**src/design/owbm_pkg.sv**
```systemverilog
// owbm_pkg: shared types and constants for the one-wire bus master
// holds command codes, timing phases, register indexes, reset values and queue sizing
// no dependencies
`default_nettype none

package owbm_pkg;

   // timing counter sizing
   localparam int US_COUNT_BITS  = 10;
   localparam int CPU_BITS       = 8;
   localparam int DUR_BITS       = 10;
   localparam int LIM_BITS       = ((DUR_BITS > US_COUNT_BITS) ? DUR_BITS : US_COUNT_BITS) + 1;
   localparam int CSR_INDEX_BITS = 3;
   localparam int CSR_DATA_BITS  = 10;

   // longest phase the microsecond counter can time
   localparam logic [LIM_BITS-1:0] US_LIMIT = LIM_BITS'(1) << US_COUNT_BITS;

   // queue between front and back
   localparam int QUEUE_DEPTH    = 4;
   localparam int QUEUE_PTR_BITS = $clog2(QUEUE_DEPTH);
   localparam int QUEUE_CNT_BITS = QUEUE_PTR_BITS + 1;

   // register indexes
   localparam logic [CSR_INDEX_BITS-1:0] CSR_CYCLES_PER_US      = 3'd0;
   localparam logic [CSR_INDEX_BITS-1:0] CSR_RESET_LOW_US       = 3'd1;
   localparam logic [CSR_INDEX_BITS-1:0] CSR_PRESENCE_SAMPLE_US = 3'd2;
   localparam logic [CSR_INDEX_BITS-1:0] CSR_PRESENCE_TAIL_US   = 3'd3;
   localparam logic [CSR_INDEX_BITS-1:0] CSR_WRITE_SLOT_US      = 3'd4;
   localparam logic [CSR_INDEX_BITS-1:0] CSR_READ_LOW_US        = 3'd5;
   localparam logic [CSR_INDEX_BITS-1:0] CSR_READ_SAMPLE_US     = 3'd6;
   localparam logic [CSR_INDEX_BITS-1:0] CSR_READ_TAIL_US       = 3'd7;

   // register reset values
   localparam logic [CPU_BITS-1:0] CYCLES_PER_US_RST      = 8'd8;
   localparam logic [DUR_BITS-1:0] RESET_LOW_US_RST       = 10'd700;
   localparam logic [DUR_BITS-1:0] PRESENCE_SAMPLE_US_RST = 10'd75;
   localparam logic [DUR_BITS-1:0] PRESENCE_TAIL_US_RST   = 10'd500;
   localparam logic [DUR_BITS-1:0] WRITE_SLOT_US_RST      = 10'd75;
   localparam logic [DUR_BITS-1:0] READ_LOW_US_RST        = 10'd3;
   localparam logic [DUR_BITS-1:0] READ_SAMPLE_US_RST     = 10'd5;
   localparam logic [DUR_BITS-1:0] READ_TAIL_US_RST       = 10'd70;

   // recovery after each write slot
   localparam logic [DUR_BITS-1:0] WRITE_RECOVERY_US      = 10'd1;

   typedef enum logic [1:0] {
      CMD_NONE       = 2'd0,
      CMD_BUS_RESET  = 2'd1,
      CMD_WRITE_BYTE = 2'd2,
      CMD_READ_BYTE  = 2'd3
   } cmd_type;

   typedef enum logic [3:0] {
      PH_IDLE     = 4'd0,
      PH_RST_LOW  = 4'd1,
      PH_RST_WAIT = 4'd2,
      PH_RST_TAIL = 4'd3,
      PH_WR_SLOT  = 4'd4,
      PH_WR_REC   = 4'd5,
      PH_RD_LOW   = 4'd6,
      PH_RD_WAIT  = 4'd7,
      PH_RD_TAIL  = 4'd8
   } phase_type;

   // one queued tick
   typedef struct packed {
      cmd_type    cmd;
      logic [7:0] write_byte;
      logic       line_level;
   } tick_type;

endpackage

`default_nettype wire

```
**src/design/owbm_front.sv**
```systemverilog
// owbm_front: accepts request items, decodes the command and queues them
// depends on owbm_pkg
`default_nettype none

module owbm_front (
   input  wire                  clock,
   input  wire                  reset,
   input  wire                  req_valid,
   output logic                 req_stall,
   input  wire  [1:0]           req_cmd,
   input  wire  [7:0]           req_write_byte,
   input  wire                  req_line_level,
   output logic                 q_valid,
   output owbm_pkg::tick_type   q_item,
   input  wire                  q_pop
);
   import owbm_pkg::*;

   tick_type                  entry_ff [QUEUE_DEPTH];
   tick_type                  new_item;
   logic [QUEUE_PTR_BITS-1:0] wr_ptr_ff, wr_ptr_in;
   logic [QUEUE_PTR_BITS-1:0] rd_ptr_ff, rd_ptr_in;
   logic [QUEUE_CNT_BITS-1:0] count_ff, count_in;
   logic                      push;
   logic                      pop;

   // decode the incoming item
   always_comb begin
      new_item.cmd        = cmd_type'(req_cmd);
      new_item.write_byte = req_write_byte;
      new_item.line_level = req_line_level;
   end

   // queue handshake
   assign req_stall = (count_ff == QUEUE_CNT_BITS'(QUEUE_DEPTH));
   assign push      = req_valid && !req_stall;
   assign q_valid   = (count_ff != '0);
   assign pop       = q_pop && q_valid;
   assign q_item    = entry_ff[rd_ptr_ff];

   // pointer and fill count update
   always_comb begin
      wr_ptr_in = push ? wr_ptr_ff + QUEUE_PTR_BITS'(1) : wr_ptr_ff;
      rd_ptr_in = pop  ? rd_ptr_ff + QUEUE_PTR_BITS'(1) : rd_ptr_ff;
      count_in  = count_ff;
      if (push && !pop) begin
         count_in = count_ff + QUEUE_CNT_BITS'(1);
      end else if (pop && !push) begin
         count_in = count_ff - QUEUE_CNT_BITS'(1);
      end
   end

   always_ff @(posedge clock) begin
      if (reset) begin
         wr_ptr_ff <= '0;
         rd_ptr_ff <= '0;
         count_ff  <= '0;
      end else begin
         wr_ptr_ff <= wr_ptr_in;
         rd_ptr_ff <= rd_ptr_in;
         count_ff  <= count_in;
      end
   end

   // queue storage
   always_ff @(posedge clock) begin
      if (push) begin
         entry_ff[wr_ptr_ff] <= new_item;
      end
   end

endmodule

`default_nettype wire

```
**src/design/owbm_back.sv**
```systemverilog
// owbm_back: timing sequencer, configuration registers and result register
// runs one queued tick per step; depends on owbm_pkg
`default_nettype none

module owbm_back (
   input  wire                                   clock,
   input  wire                                   reset,
   input  wire                                   csr_write_en,
   input  wire  [owbm_pkg::CSR_INDEX_BITS-1:0]   csr_index,
   input  wire  [owbm_pkg::CSR_DATA_BITS-1:0]    csr_wdata,
   input  wire                                   q_valid,
   input  owbm_pkg::tick_type                    q_item,
   output logic                                  q_pop,
   output logic                                  rsp_valid,
   input  wire                                   rsp_stall,
   output logic                                  rsp_drive_low,
   output logic                                  rsp_busy_res,
   output logic                                  rsp_done_res,
   output logic [7:0]                            rsp_read_byte,
   output logic                                  rsp_presence
);
   import owbm_pkg::*;

   // configuration
   logic [CPU_BITS-1:0]      cycles_per_us_ff;
   logic [DUR_BITS-1:0]      reset_low_us_ff, presence_sample_us_ff, presence_tail_us_ff;
   logic [DUR_BITS-1:0]      write_slot_us_ff, read_low_us_ff, read_sample_us_ff;
   logic [DUR_BITS-1:0]      read_tail_us_ff;

   // sequencer state
   phase_type                phase_ff, phase_in;
   logic [CPU_BITS-1:0]      prescale_ff, prescale_in;
   logic [US_COUNT_BITS-1:0] us_ff, us_in;
   logic [2:0]               bit_ff, bit_in;
   logic [7:0]               shift_ff, shift_in;
   logic                     presence_ff, presence_in;
   logic [7:0]               result_ff, result_in;

   // result register
   logic                     rsp_valid_ff, rsp_valid_in;
   logic                     drive_ff, busy_ff, done_ff;
   logic                     drive_in, busy_in, done_in;

   logic                     step;
   logic [CPU_BITS-1:0]      cpu_eff;
   logic [DUR_BITS-1:0]      dur_sel;
   logic [LIM_BITS-1:0]      lim;
   logic                     pre_wrap;
   logic                     us_wrap;
   logic                     phase_end;
   logic                     last_bit;

   // a step runs when a tick is queued and the result register is free or not stalled
   assign step      = q_valid && (!rsp_valid_ff || !rsp_stall);
   assign q_pop     = step;
   assign last_bit  = (bit_ff == 3'd7);

   // configuration writes
   always_ff @(posedge clock) begin
      if (reset) begin
         cycles_per_us_ff      <= CYCLES_PER_US_RST;
         reset_low_us_ff       <= RESET_LOW_US_RST;
         presence_sample_us_ff <= PRESENCE_SAMPLE_US_RST;
         presence_tail_us_ff   <= PRESENCE_TAIL_US_RST;
         write_slot_us_ff      <= WRITE_SLOT_US_RST;
         read_low_us_ff        <= READ_LOW_US_RST;
         read_sample_us_ff     <= READ_SAMPLE_US_RST;
         read_tail_us_ff       <= READ_TAIL_US_RST;
      end else if (csr_write_en) begin
         case (csr_index)
            CSR_CYCLES_PER_US:      cycles_per_us_ff      <= csr_wdata[CPU_BITS-1:0];
            CSR_RESET_LOW_US:       reset_low_us_ff       <= csr_wdata[DUR_BITS-1:0];
            CSR_PRESENCE_SAMPLE_US: presence_sample_us_ff <= csr_wdata[DUR_BITS-1:0];
            CSR_PRESENCE_TAIL_US:   presence_tail_us_ff   <= csr_wdata[DUR_BITS-1:0];
            CSR_WRITE_SLOT_US:      write_slot_us_ff      <= csr_wdata[DUR_BITS-1:0];
            CSR_READ_LOW_US:        read_low_us_ff        <= csr_wdata[DUR_BITS-1:0];
            CSR_READ_SAMPLE_US:     read_sample_us_ff     <= csr_wdata[DUR_BITS-1:0];
            CSR_READ_TAIL_US:       read_tail_us_ff       <= csr_wdata[DUR_BITS-1:0];
            default: ;
         endcase
      end
   end

   // phase duration select
   always_comb begin
      case (phase_ff)
         PH_RST_LOW:  dur_sel = reset_low_us_ff;
         PH_RST_WAIT: dur_sel = presence_sample_us_ff;
         PH_RST_TAIL: dur_sel = presence_tail_us_ff;
         PH_WR_SLOT:  dur_sel = write_slot_us_ff;
         PH_RD_LOW:   dur_sel = read_low_us_ff;
         PH_RD_WAIT:  dur_sel = read_sample_us_ff;
         PH_RD_TAIL:  dur_sel = read_tail_us_ff;
         default:     dur_sel = WRITE_RECOVERY_US;
      endcase
   end

   // prescaler and microsecond timer end detection; zero counts as one
   always_comb begin
      cpu_eff = (cycles_per_us_ff == '0) ? CPU_BITS'(1) : cycles_per_us_ff;
      if (dur_sel == '0) begin
         lim = LIM_BITS'(1);
      end else if (LIM_BITS'(dur_sel) > US_LIMIT) begin
         lim = US_LIMIT;
      end else begin
         lim = LIM_BITS'(dur_sel);
      end
      pre_wrap  = ({1'b0, prescale_ff} + (CPU_BITS + 1)'(1)) >= {1'b0, cpu_eff};
      us_wrap   = (LIM_BITS'(us_ff) + LIM_BITS'(1)) >= lim;
      phase_end = pre_wrap && us_wrap;
   end

   // next phase
   always_comb begin
      phase_in = phase_ff;
      case (phase_ff)
         PH_IDLE: begin
            case (q_item.cmd)
               CMD_BUS_RESET:  phase_in = PH_RST_LOW;
               CMD_WRITE_BYTE: phase_in = PH_WR_SLOT;
               CMD_READ_BYTE:  phase_in = PH_RD_LOW;
               default:        phase_in = PH_IDLE;
            endcase
         end
         PH_RST_LOW:  if (phase_end) phase_in = PH_RST_WAIT;
         PH_RST_WAIT: if (phase_end) phase_in = PH_RST_TAIL;
         PH_RST_TAIL: if (phase_end) phase_in = PH_IDLE;
         PH_WR_SLOT:  if (phase_end) phase_in = PH_WR_REC;
         PH_WR_REC:   if (phase_end) phase_in = last_bit ? PH_IDLE : PH_WR_SLOT;
         PH_RD_LOW:   if (phase_end) phase_in = PH_RD_WAIT;
         PH_RD_WAIT:  if (phase_end) phase_in = PH_RD_TAIL;
         PH_RD_TAIL:  if (phase_end) phase_in = last_bit ? PH_IDLE : PH_RD_LOW;
         default:     phase_in = PH_IDLE;
      endcase
   end

   // timer counters: cleared on any phase change and while idle
   always_comb begin
      if (phase_ff == PH_IDLE || phase_in != phase_ff) begin
         prescale_in = '0;
         us_in       = '0;
      end else if (pre_wrap) begin
         prescale_in = '0;
         us_in       = us_wrap ? '0 : us_ff + US_COUNT_BITS'(1);
      end else begin
         prescale_in = prescale_ff + CPU_BITS'(1);
         us_in       = us_ff;
      end
   end

   // bit counter, shift byte, presence and read result
   always_comb begin
      bit_in      = bit_ff;
      shift_in    = shift_ff;
      presence_in = presence_ff;
      result_in   = result_ff;
      done_in     = 1'b0;
      case (phase_ff)
         PH_IDLE: begin
            bit_in = '0;
            if (q_item.cmd == CMD_WRITE_BYTE) begin
               shift_in = q_item.write_byte;
            end else if (q_item.cmd == CMD_READ_BYTE) begin
               shift_in = '0;
            end
         end
         PH_RST_WAIT: if (phase_end) presence_in = !q_item.line_level;
         PH_RST_TAIL: if (phase_end) done_in = 1'b1;
         PH_WR_REC: begin
            if (phase_end) begin
               bit_in  = last_bit ? 3'd0 : bit_ff + 3'd1;
               done_in = last_bit;
            end
         end
         PH_RD_WAIT: begin
            if (phase_end) begin
               shift_in = shift_ff | (8'(q_item.line_level) << bit_ff);
            end
         end
         PH_RD_TAIL: begin
            if (phase_end) begin
               bit_in  = last_bit ? 3'd0 : bit_ff + 3'd1;
               done_in = last_bit;
               if (last_bit) begin
                  result_in = shift_ff;
               end
            end
         end
         default: ;
      endcase
   end

   // line drive and busy from the new state
   always_comb begin
      case (phase_in)
         PH_RST_LOW: drive_in = 1'b1;
         PH_RD_LOW:  drive_in = 1'b1;
         PH_WR_SLOT: drive_in = !shift_in[bit_in] || (us_in == '0);
         default:    drive_in = 1'b0;
      endcase
      busy_in = (phase_in != PH_IDLE);
   end

   // result handshake
   always_comb begin
      if (step) begin
         rsp_valid_in = 1'b1;
      end else if (!rsp_stall) begin
         rsp_valid_in = 1'b0;
      end else begin
         rsp_valid_in = rsp_valid_ff;
      end
   end

   // sequencer state
   always_ff @(posedge clock) begin
      if (reset) begin
         phase_ff     <= PH_IDLE;
         prescale_ff  <= '0;
         us_ff        <= '0;
         bit_ff       <= '0;
         shift_ff     <= '0;
         presence_ff  <= 1'b0;
         result_ff    <= '0;
         rsp_valid_ff <= 1'b0;
      end else begin
         rsp_valid_ff <= rsp_valid_in;
         if (step) begin
            phase_ff    <= phase_in;
            prescale_ff <= prescale_in;
            us_ff       <= us_in;
            bit_ff      <= bit_in;
            shift_ff    <= shift_in;
            presence_ff <= presence_in;
            result_ff   <= result_in;
         end
      end
   end

   // result payload
   always_ff @(posedge clock) begin
      if (step) begin
         drive_ff <= drive_in;
         busy_ff  <= busy_in;
         done_ff  <= done_in;
      end
   end

   assign rsp_valid     = rsp_valid_ff;
   assign rsp_drive_low = drive_ff;
   assign rsp_busy_res  = busy_ff;
   assign rsp_done_res  = done_ff;
   assign rsp_read_byte = result_ff;
   assign rsp_presence  = presence_ff;

endmodule

`default_nettype wire

```
**src/design/onewire_bus_master.sv**
```systemverilog
// onewire_bus_master: top level of the one-wire bus master
// instantiates owbm_front and owbm_back; depends on owbm_pkg
`default_nettype none

// Each request item is one tick of the bus timing and yields exactly one response
// item with the line drive, busy, done pulse, last read byte and presence flag after
// that tick. One item is taken per cycle while req_stall is low; the front holds a
// four-item queue and the sequencer steps one queued tick per cycle into a single
// output register unless a stalled response holds it. Back-pressure on the response
// side fills the queue before req_stall rises. Timing registers are to be written
// through the csr port while no command runs, which the block does not enforce; a
// command given while a sequence runs is ignored, and the done tick takes none.

module onewire_bus_master (
   input  wire                                   clock,
   input  wire                                   reset,
   input  wire                                   csr_write_en,
   input  wire  [owbm_pkg::CSR_INDEX_BITS-1:0]   csr_index,
   input  wire  [owbm_pkg::CSR_DATA_BITS-1:0]    csr_wdata,
   input  wire                                   req_valid,
   output logic                                  req_stall,
   input  wire  [1:0]                            req_cmd,
   input  wire  [7:0]                            req_write_byte,
   input  wire                                   req_line_level,
   output logic                                  rsp_valid,
   input  wire                                   rsp_stall,
   output logic                                  rsp_drive_low,
   output logic                                  rsp_busy_res,
   output logic                                  rsp_done_res,
   output logic [7:0]                            rsp_read_byte,
   output logic                                  rsp_presence
);
   import owbm_pkg::*;

   logic     q_valid;
   logic     q_pop;
   tick_type q_item;

   // accept and queue ticks
   owbm_front u_front (
      .clock          (clock),
      .reset          (reset),
      .req_valid      (req_valid),
      .req_stall      (req_stall),
      .req_cmd        (req_cmd),
      .req_write_byte (req_write_byte),
      .req_line_level (req_line_level),
      .q_valid        (q_valid),
      .q_item         (q_item),
      .q_pop          (q_pop)
   );

   // run the bus timing
   owbm_back u_back (
      .clock         (clock),
      .reset         (reset),
      .csr_write_en  (csr_write_en),
      .csr_index     (csr_index),
      .csr_wdata     (csr_wdata),
      .q_valid       (q_valid),
      .q_item        (q_item),
      .q_pop         (q_pop),
      .rsp_valid     (rsp_valid),
      .rsp_stall     (rsp_stall),
      .rsp_drive_low (rsp_drive_low),
      .rsp_busy_res  (rsp_busy_res),
      .rsp_done_res  (rsp_done_res),
      .rsp_read_byte (rsp_read_byte),
      .rsp_presence  (rsp_presence)
   );

endmodule

`default_nettype wire

```
**config.mk**
```make
export PLATFORM = sky130hd
export DESIGN_NAME = onewire_bus_master
export DESIGN_NICKNAME = d
export VERILOG_FILES = /design/src/design/owbm_pkg.sv /design/src/design/owbm_front.sv /design/src/design/owbm_back.sv /design/src/design/onewire_bus_master.sv
export SDC_FILE = /design/constraint.sdc
export NUM_CORES = 1
export LEC_CHECK = 0
export BUFFER_PORTS_ARGS = -buffer_cell sky130_fd_sc_hd__buf_2
export CAP_MARGIN = 5
export CORE_MARGIN = 1.5
export CORE_UTILIZATION = 55
export CTS_CLUSTER_SIZE = 16
export DETAILED_ROUTE_END_ITERATION = 10
export GPL_ROUTABILITY_DRIVEN = 1
export PLACE_DENSITY_LB_ADDON = 0.08
export SETUP_SLACK_MARGIN = 0.15
export SLEW_MARGIN = 20
export SYNTH_ARGS = -nofsm -noshare
export SYNTH_HDL_FRONTEND = slang
export SYNTH_SLANG_ARGS = --single-unit
```
**constraint.sdc**
```tcl
create_clock -name clock -period 4.3 [get_ports clock]
set_input_delay 0.86 -clock clock [delete_from_list [all_inputs] [get_ports clock]]
set_output_delay 0.86 -clock clock [all_outputs]
set_load 0.01 [all_outputs]
```
==> impl_metrics.toml, run 1 <==
[outcome]
status = "completed"

[yosys]
ys_ff_latch = 177
yosysWarnings = 0
yosysSeqAreaShare_pct = 47.0
synthSimpleGateAreaFrac_pct = 20.2
synth_top_family_by_area = "simple AND/OR/NAND/NOR gates"
synthesis.nets = 972
synth_xor_area_share_pct = 2.05
yosys.area_share.adder_pct = 4.19
syn_inst = 915
synthMuxAreaShare_pct = 5.61
synth_top_area_cell = "dfxtp_1"
yosysTopAreaCellShare_pct = 30.5
synthArstFlopShare_pct = 0
synth_edf_count = 47
netlist_area_sq_um = 8540
yosys-top-cells-area = "dfxtp_1 (30%), edfxtp_1 (17%), nand2_1 (7.8%)"
synth-compound-area-share_pct = 16.7
synth.avg_cell_area_sq_um = 9.34
synth_cell_types = 75
synth_flop_cell = "dfxtp_1"

[critical_path]
cp_cell_sequence = "nand2b_1, nor3_2, buf_4, a22oi_1, and3_1, nand4_1, nor3_2, a211o_1, ha_1, nor2b_1, o21ai_1, a21oi_2, o21bai_2, a32o_1, a31oi_4, mux2i_1, a211oi_2, mux2i_1, o221a_1"
cp-start-kind = "flop"
cp.required_ns = 4.50
crit_path_end_kind = "flop"
slowest_stage = "dfxtp_2"
arrival_ns = 4.37
critical_path.max_stage_delay_ns = 0.38
worstSetupPathType = "reg2reg"
crit_fanout = 10

[cells_and_area]
final-seq-area_sq_um = 4030
most-common-layout-cells = "nand2_1 (174), dfxtp_1 (126), a21oi_1 (74)"
n_antenna_cell = 0
syn2layout_area_growth_pct = 16.0
fin_nets = 1019
multi_input_area_sq_um = 4340
layout-drive-gt1-share_pct = 18.5
final_util_pct = 65.2
layout_commonest_cell = "nand2_1"
nFillCells = 1250

[clock_tree]
clk_pin_slew_ns = 0.08
cts_made_buffers = 17
cts_sinks = 177
h-tree-depth = 4
insertion_delay_ns = 0.44
clockBufferDepth = 2
tritoncts = "yes"
cts_hold_buffers = 0
cts_root_buffer = "clkbuf_16"

[sta]
rsz0062_at_grt = "true"
layout_min_cycle_time_ns = 4.17
report.final.hold_viol_count = 0
max_slew.worst_pin.slew_ns = 0.920
skew_ns = 0.00880
fmax_mhz = 240
finalSetupTns_ns = 0
finalCritPeriodShare_pct = 97.1
setup_ws_ns = 0.125
setup_viol = 0
final-max-slew-violation-count = 0
relSlewSlack_pct = 38.2

[die]
num_rows = 45
die-area_sq_um = 16300
io-pin-count = 43
die-height_microns = 128
die_x_microns = 128
initial_core_util_pct = 56.2
core_area_sq_um = 15200

[detailed_routing]
dr.first_iter.drc_count = 543
drcViolationCount = 0
avgViaCountPerCell = 6.03
wire_per_inst_microns = 18.9
first_pass_iters = 8
vias = 7016
ant_nets = 0
wl_microns = 21900

[place]
io_buffers = 42
hpwl_microns = 15400
gp_congestion = 0.890
post-place-ws_ns = -0.0888

[global_route]
grt_pass1_vias = 6906
grt_max_degree = 63
grt_usage_pct = 27.3
grt_pass1_wl_microns = 34800
antenna_found_initial = 0
grt-ovfl-total = 0

[power_and_ir_drop]
finalPower_mw = 5.94
p_leak_nw = 3.77
power.density_nw_per_um2 = 599
vdd_drop_max_mv = 0.368

[hold_path]
hold_path_class = "reg2reg"

[job]
max_cap_violations = 0
synth_stat cells, types with 3 or more instances:
master / n
nor2b_1: 15
nor3_1: 13
buf_2: 8
nand3b_1: 20
nand2_1: 177
dfxtp_1: 130
a22oi_1: 23
xnor2_1: 11
o21a_1: 3
nor2_1: 66
mux4_2: 11
buf_4: 7
a22o_1: 6
inv_1: 24
a211oi_1: 7
xor2_1: 9
a21oi_1: 76
a222oi_1: 10
or2_2: 3
o21ai_1: 6
clkbuf_1: 29
ha_1: 27
nand2b_1: 10
o41ai_1: 3
and2_1: 8
o21ai_0: 23
o31ai_1: 7
or4_1: 3
nand3_1: 16
clkbuf_2: 8
mux2i_1: 22
a211o_1: 10
and3_1: 16
buf_1: 5
edfxtp_1: 47
a21o_1: 4
where the power goes:
group / switching, mW / internal, mW / leakage, nW
logic: 1.27 / 0.995 / 1.98
registers: 0.158 / 1.90 / 1.49
clock network: 0.803 / 0.815 / 0.304
total: 2.23 / 3.71 / 3.77
kinds of logic after synthesis:
kind of cell,after synthesis
and+or+nand+nor,365
AOI/OAI and AO/OA,207
DFF,177
buffers and inverters,84
muxes,34
adders and majority gates,28
xor gates and xnor gates,20
metrics by stage:
stage / cells / cell area (sq um) / hold WS, ns
finish: 1163 / 9910 / 0.455
global route: 1163 / 9910 / 0.479
CTS: 1150 / 9610 / 0.458
detailed placement: 1117 / 8960 / 0.448
global placement: 1117 / 8960 / 0.443
floorplan: 915 / 8560 / 0.436
worst max-delay path: cells and delay by family (launching register included):
kind,cells,cell delay (ns)
flip-flops,1,0.38
adder cells (fa/ha/maj),1,0.22
buffers and inverters,1,0.18
AND/OR/NAND/NOR,6,0.93
AO/OA/AOI/OAI,9,1.98
multiplexers,2,0.24
path summary, 6_finish.rpt:
path	startpoint	cells past startpoint	slack, ns	end
worst max-delay path	u_back.phase_ff[2]$_SDFFE_PP0P_	19	0.13	u_back.rsp_drive_low$_DFFE_PP_
worst min register to register	u_back.presence_sample_us_ff[8]$_SDFFE_PP0P_	2	0.46	u_back.presence_sample_us_ff[8]$_SDFFE_PP0P_
worst min-delay path	u_back.presence_sample_us_ff[8]$_SDFFE_PP0P_	2	0.46	u_back.presence_sample_us_ff[8]$_SDFFE_PP0P_
worst max register to register	u_back.phase_ff[2]$_SDFFE_PP0P_	19	0.13	u_back.rsp_drive_low$_DFFE_PP_
flip-flops by register name (all words and copies together) (netlist names), 10 cells and up, named ones only:
name and flops:
u_back.read_tail_us_ff 10, u_back.reset_low_us_ff 10, u_back.write_slot_us_ff 10, u_back.presence_tail_us_ff 10
u_back.read_sample_us_ff 10, u_back.us_ff 10, u_back.read_low_us_ff 10, u_front.entry_ff 44
u_back.presence_sample_us_ff 10
area by class of cell:
type	instances	area share (%)
clock buffers	17	4.29
clock inverters	15	1.98
inverters	26	1.01
multi-input cells	655	43.8
flip-flops and latches	177	40.6
well taps	188	2.37
repair buffers	85	5.96
per-layer routing:
metal	track usage (%)	vias to the layer above	share of wire [%]
li1	-	3370	-
met1	32.0	3385	42
met2	48.4	211	50
met3	6.20	50	4.9
met4	11.4	0	3.0
met5	0	-	0
what timing repair did:
item,in CTS,in global routing
pin swaps,1,14
setup endpoints to repair,24,30
gates cloned,0,4
gates resized for setup,6,45
setup buffers,1,9
(Power assumes the default switching activity.)
==> run 2, diff against run 1 <==
--- a/config.mk
+++ b/config.mk
@@ -7,7 +7,7 @@
 export LEC_CHECK = 0
 export BUFFER_PORTS_ARGS = -buffer_cell sky130_fd_sc_hd__buf_2
 export CAP_MARGIN = 5
-export CORE_MARGIN = 1.5
+export CORE_MARGIN = 8
 export CORE_UTILIZATION = 55
 export CTS_CLUSTER_SIZE = 16
 export DETAILED_ROUTE_END_ITERATION = 10
==> run 2 against run 1 <==
  * Total power up 0.97%
  * Critical path depth up 2
  * Combinational power up 3%
==> impl_metrics.toml, run 2 (synthesis gave the netlist of run 1 again) <==
[outcome]
status = "completed"

[cells_and_area]
largest_register = "u_front.entry_ff"
layout-drive-gt1-share_pct = 20.5
n_antenna_cell = 0
syn2layout_area_growth_pct = 17.7
layout_commonest_cell = "nand2_1"
most-common-layout-cells = "nand2_1 (172), dfxtp_1 (126), a21oi_1 (75)"
nFillCells = 1204
largest_register_ffs = 44
multi_input_area_sq_um = 4400
fin_nets = 1026
final-seq-area_sq_um = 4030

[critical_path]
crit_fanout = 8
worstSetupPathType = "reg2reg"
r2r_slack_ns = 0.17
reg2reg_from = "u_back.phase_ff[0]$_SDFFE_PP0P_"
startpoint = "u_back.phase_ff[0]$_SDFFE_PP0P_"
rr_worst_depth = 21
arrival_ns = 4.33
crit_path_end_kind = "flop"
cp.required_ns = 4.50
cp-endpoint = "u_back.rsp_drive_low$_DFFE_PP_"
r2r_end = "u_back.rsp_drive_low$_DFFE_PP_"
cp-start-kind = "flop"

[sta]
final-max-slew-violation-count = 0
finalCritPeriodShare_pct = 96.1
fmax_mhz = 242
finalSetupTns_ns = 0
max_slew.worst_pin.slew_ns = 0.979
skew_ns = 0.0110
layout_min_cycle_time_ns = 4.13
setup_viol = 0
report.final.hold_viol_count = 0
hold_slack_ns = 0.457
rsz0062_at_grt = "true"
relSlewSlack_pct = 34.3

[die]
die-area_sq_um = 19800
num_rows = 45
core_area_sq_um = 15200
die-height_microns = 141
io-pin-count = 43
die_x_microns = 141
initial_core_util_pct = 56.2

[power_and_ir_drop]
p_sw_share_pct = 37.3
p_int_mw = 3.76
power.density_nw_per_um2 = 596
vdd_drop_max_mv = 0.375
seq_power_share_pct = 34.4
combinationalPowerShare_pct = 38.9
p_leak_nw = 3.83
p_sw_mw = 2.24
clockPowerShare_pct = 26.7

[global_route]
grt_usage_pct = 21.8
grt_pass1_vias = 6702
grt_max_degree = 66
grt_pass1_wl_microns = 34300
grt-ovfl-total = 0
antenna_found_initial = 0

[detailed_routing]
dr.first_iter.drc_count = 644
first_pass_iters = 7
vias = 7084
avgViaCountPerCell = 6.05
wl_microns = 22400
drcViolationCount = 0
wire_per_inst_microns = 19.2
ant_nets = 0

[clock_tree]
clk_pin_slew_ns = 0.08
h-tree-depth = 4
cts_hold_buffers = 0
tritoncts = "yes"
insertion_delay_ns = 0.44
cts_sinks = 177
clockBufferDepth = 2
cts_made_buffers = 17
cts_root_buffer = "clkbuf_16"

[hold_path]
hold_path_class = "reg2reg"

[place]
hpwl_microns = 15600
io_buffers = 42
gp_congestion = 0.914

[job]
max_cap_violations = 0
[run 2: cell types whose count changed in the layout (fill, tap and decap cells not counted), sizes merged]
cell / previous run / this run
o21bai: 2 / 1
inv: 40 / 36
buf: 84 / 93
clkinv: 1 / 5
clkbuf: 18 / 17
[run 2: stage by stage]
| step | total power [mW] | cell area, sq um | util (%) | setup WS, ns | std cells |
|---|---|---|---|---|---|
| final | 6.00 | 10100 | 66.2 | 0.169 | 1170 |
| after global routing | 6.31 | 10100 | 66.2 | -0.0356 | 1170 |
| after CTS | 5.59 | 9670 | 63.6 | 0.161 | 1152 |
| after detailed placement | 3.91 | 8930 | 58.7 | -0.171 | 1113 |
| after global placement | 3.86 | 8930 | 58.7 | -0.0504 | 1113 |
| after floorplan | 3.40 | 8560 | - | 0.254 | 915 |
[run 2: how the worst min path moves through the flow]
stage,start,endpoint,slack [ns],cells after the start
CTS,u_back.read_low_us_ff[8]$_SDFFE_PP0P_,u_back.read_low_us_ff[8]$_SDFFE_PP0P_,0.46,2
global placement,u_back.read_tail_us_ff[3]$_SDFFE_PP0P_,u_back.read_tail_us_ff[3]$_SDFFE_PP0P_,0.44,2
detailed placement,u_back.read_low_us_ff[8]$_SDFFE_PP0P_,u_back.read_low_us_ff[8]$_SDFFE_PP0P_,0.45,2
finish,u_back.read_low_us_ff[8]$_SDFFE_PP0P_,u_back.read_low_us_ff[8]$_SDFFE_PP0P_,0.46,2
floorplan,u_back.reset_low_us_ff[1]$_SDFFE_PP0P_,u_back.reset_low_us_ff[1]$_SDFFE_PP0P_,0.44,2
global route,u_back.read_sample_us_ff[1]$_SDFFE_PP0P_,u_back.read_sample_us_ff[1]$_SDFFE_PP0P_,0.48,2
[run 2: area by class of cell]
cell class                      count  share of cell area (%)
Clock buffer                       17                    4.23
Timing Repair Buffer               93                    6.56
Clock inverter                     15                    2.03
Inverter                           26                   0.995
Tap cell                          188                    2.34
Sequential cell                   177                    40.1
Multi-Input combinational cell    654                    43.8
[run 2: timing repair]
action | in CTS | in global routing
pin swaps | 8 | 20
setup endpoints to repair | 26 | 24
hold endpoints to repair | 0 | 0
setup buffers | 6 | 16
resized for setup | 15 | 56
cloned | 1 | 2
[run 2: layer usage]
metal	vias to the layer above	global-route usage, %	part of all wire [%]
li1	3383	-	-
met1	3385	25.8	40
met2	274	38.3	51
met3	42	4.86	6.7
met4	0	7.52	2.3
met5	-	0	0
[run 2: power groups by stage]
stage | registers (mW) | logic [mW] | clock network, mW
2_1_floorplan | 2.01 | 1.39 | 0
3_3_place_gp | 2.07 | 1.79 | 0
3_5_place_dp | 2.08 | 1.83 | 0
4_1_cts | 2.04 | 1.92 | 1.62
5_1_grt | 2.09 | 2.53 | 1.69
6_report | 2.06 | 2.33 | 1.60
[run 2: critical path, cell delays in order (launching register included)]
cell	delay, ns
dfxtp_4	0.42
nand2b_4	0.17
nor3_2	0.04
buf_4	0.15
buf_6	0.14
a22oi_1	0.22
and3_1	0.26
nand2_2	0.07
nor3_2	0.24
a211o_1	0.13
ha_1	0.12
nor2b_1	0.04
o21ai_1	0.14
a21oi_2	0.09
o21bai_4	0.32
nand4_4	0.15
buf_4	0.19
o31ai_2	0.25
mux2i_1	0.13
a211oi_2	0.25
mux2i_1	0.12
o221a_1	0.25
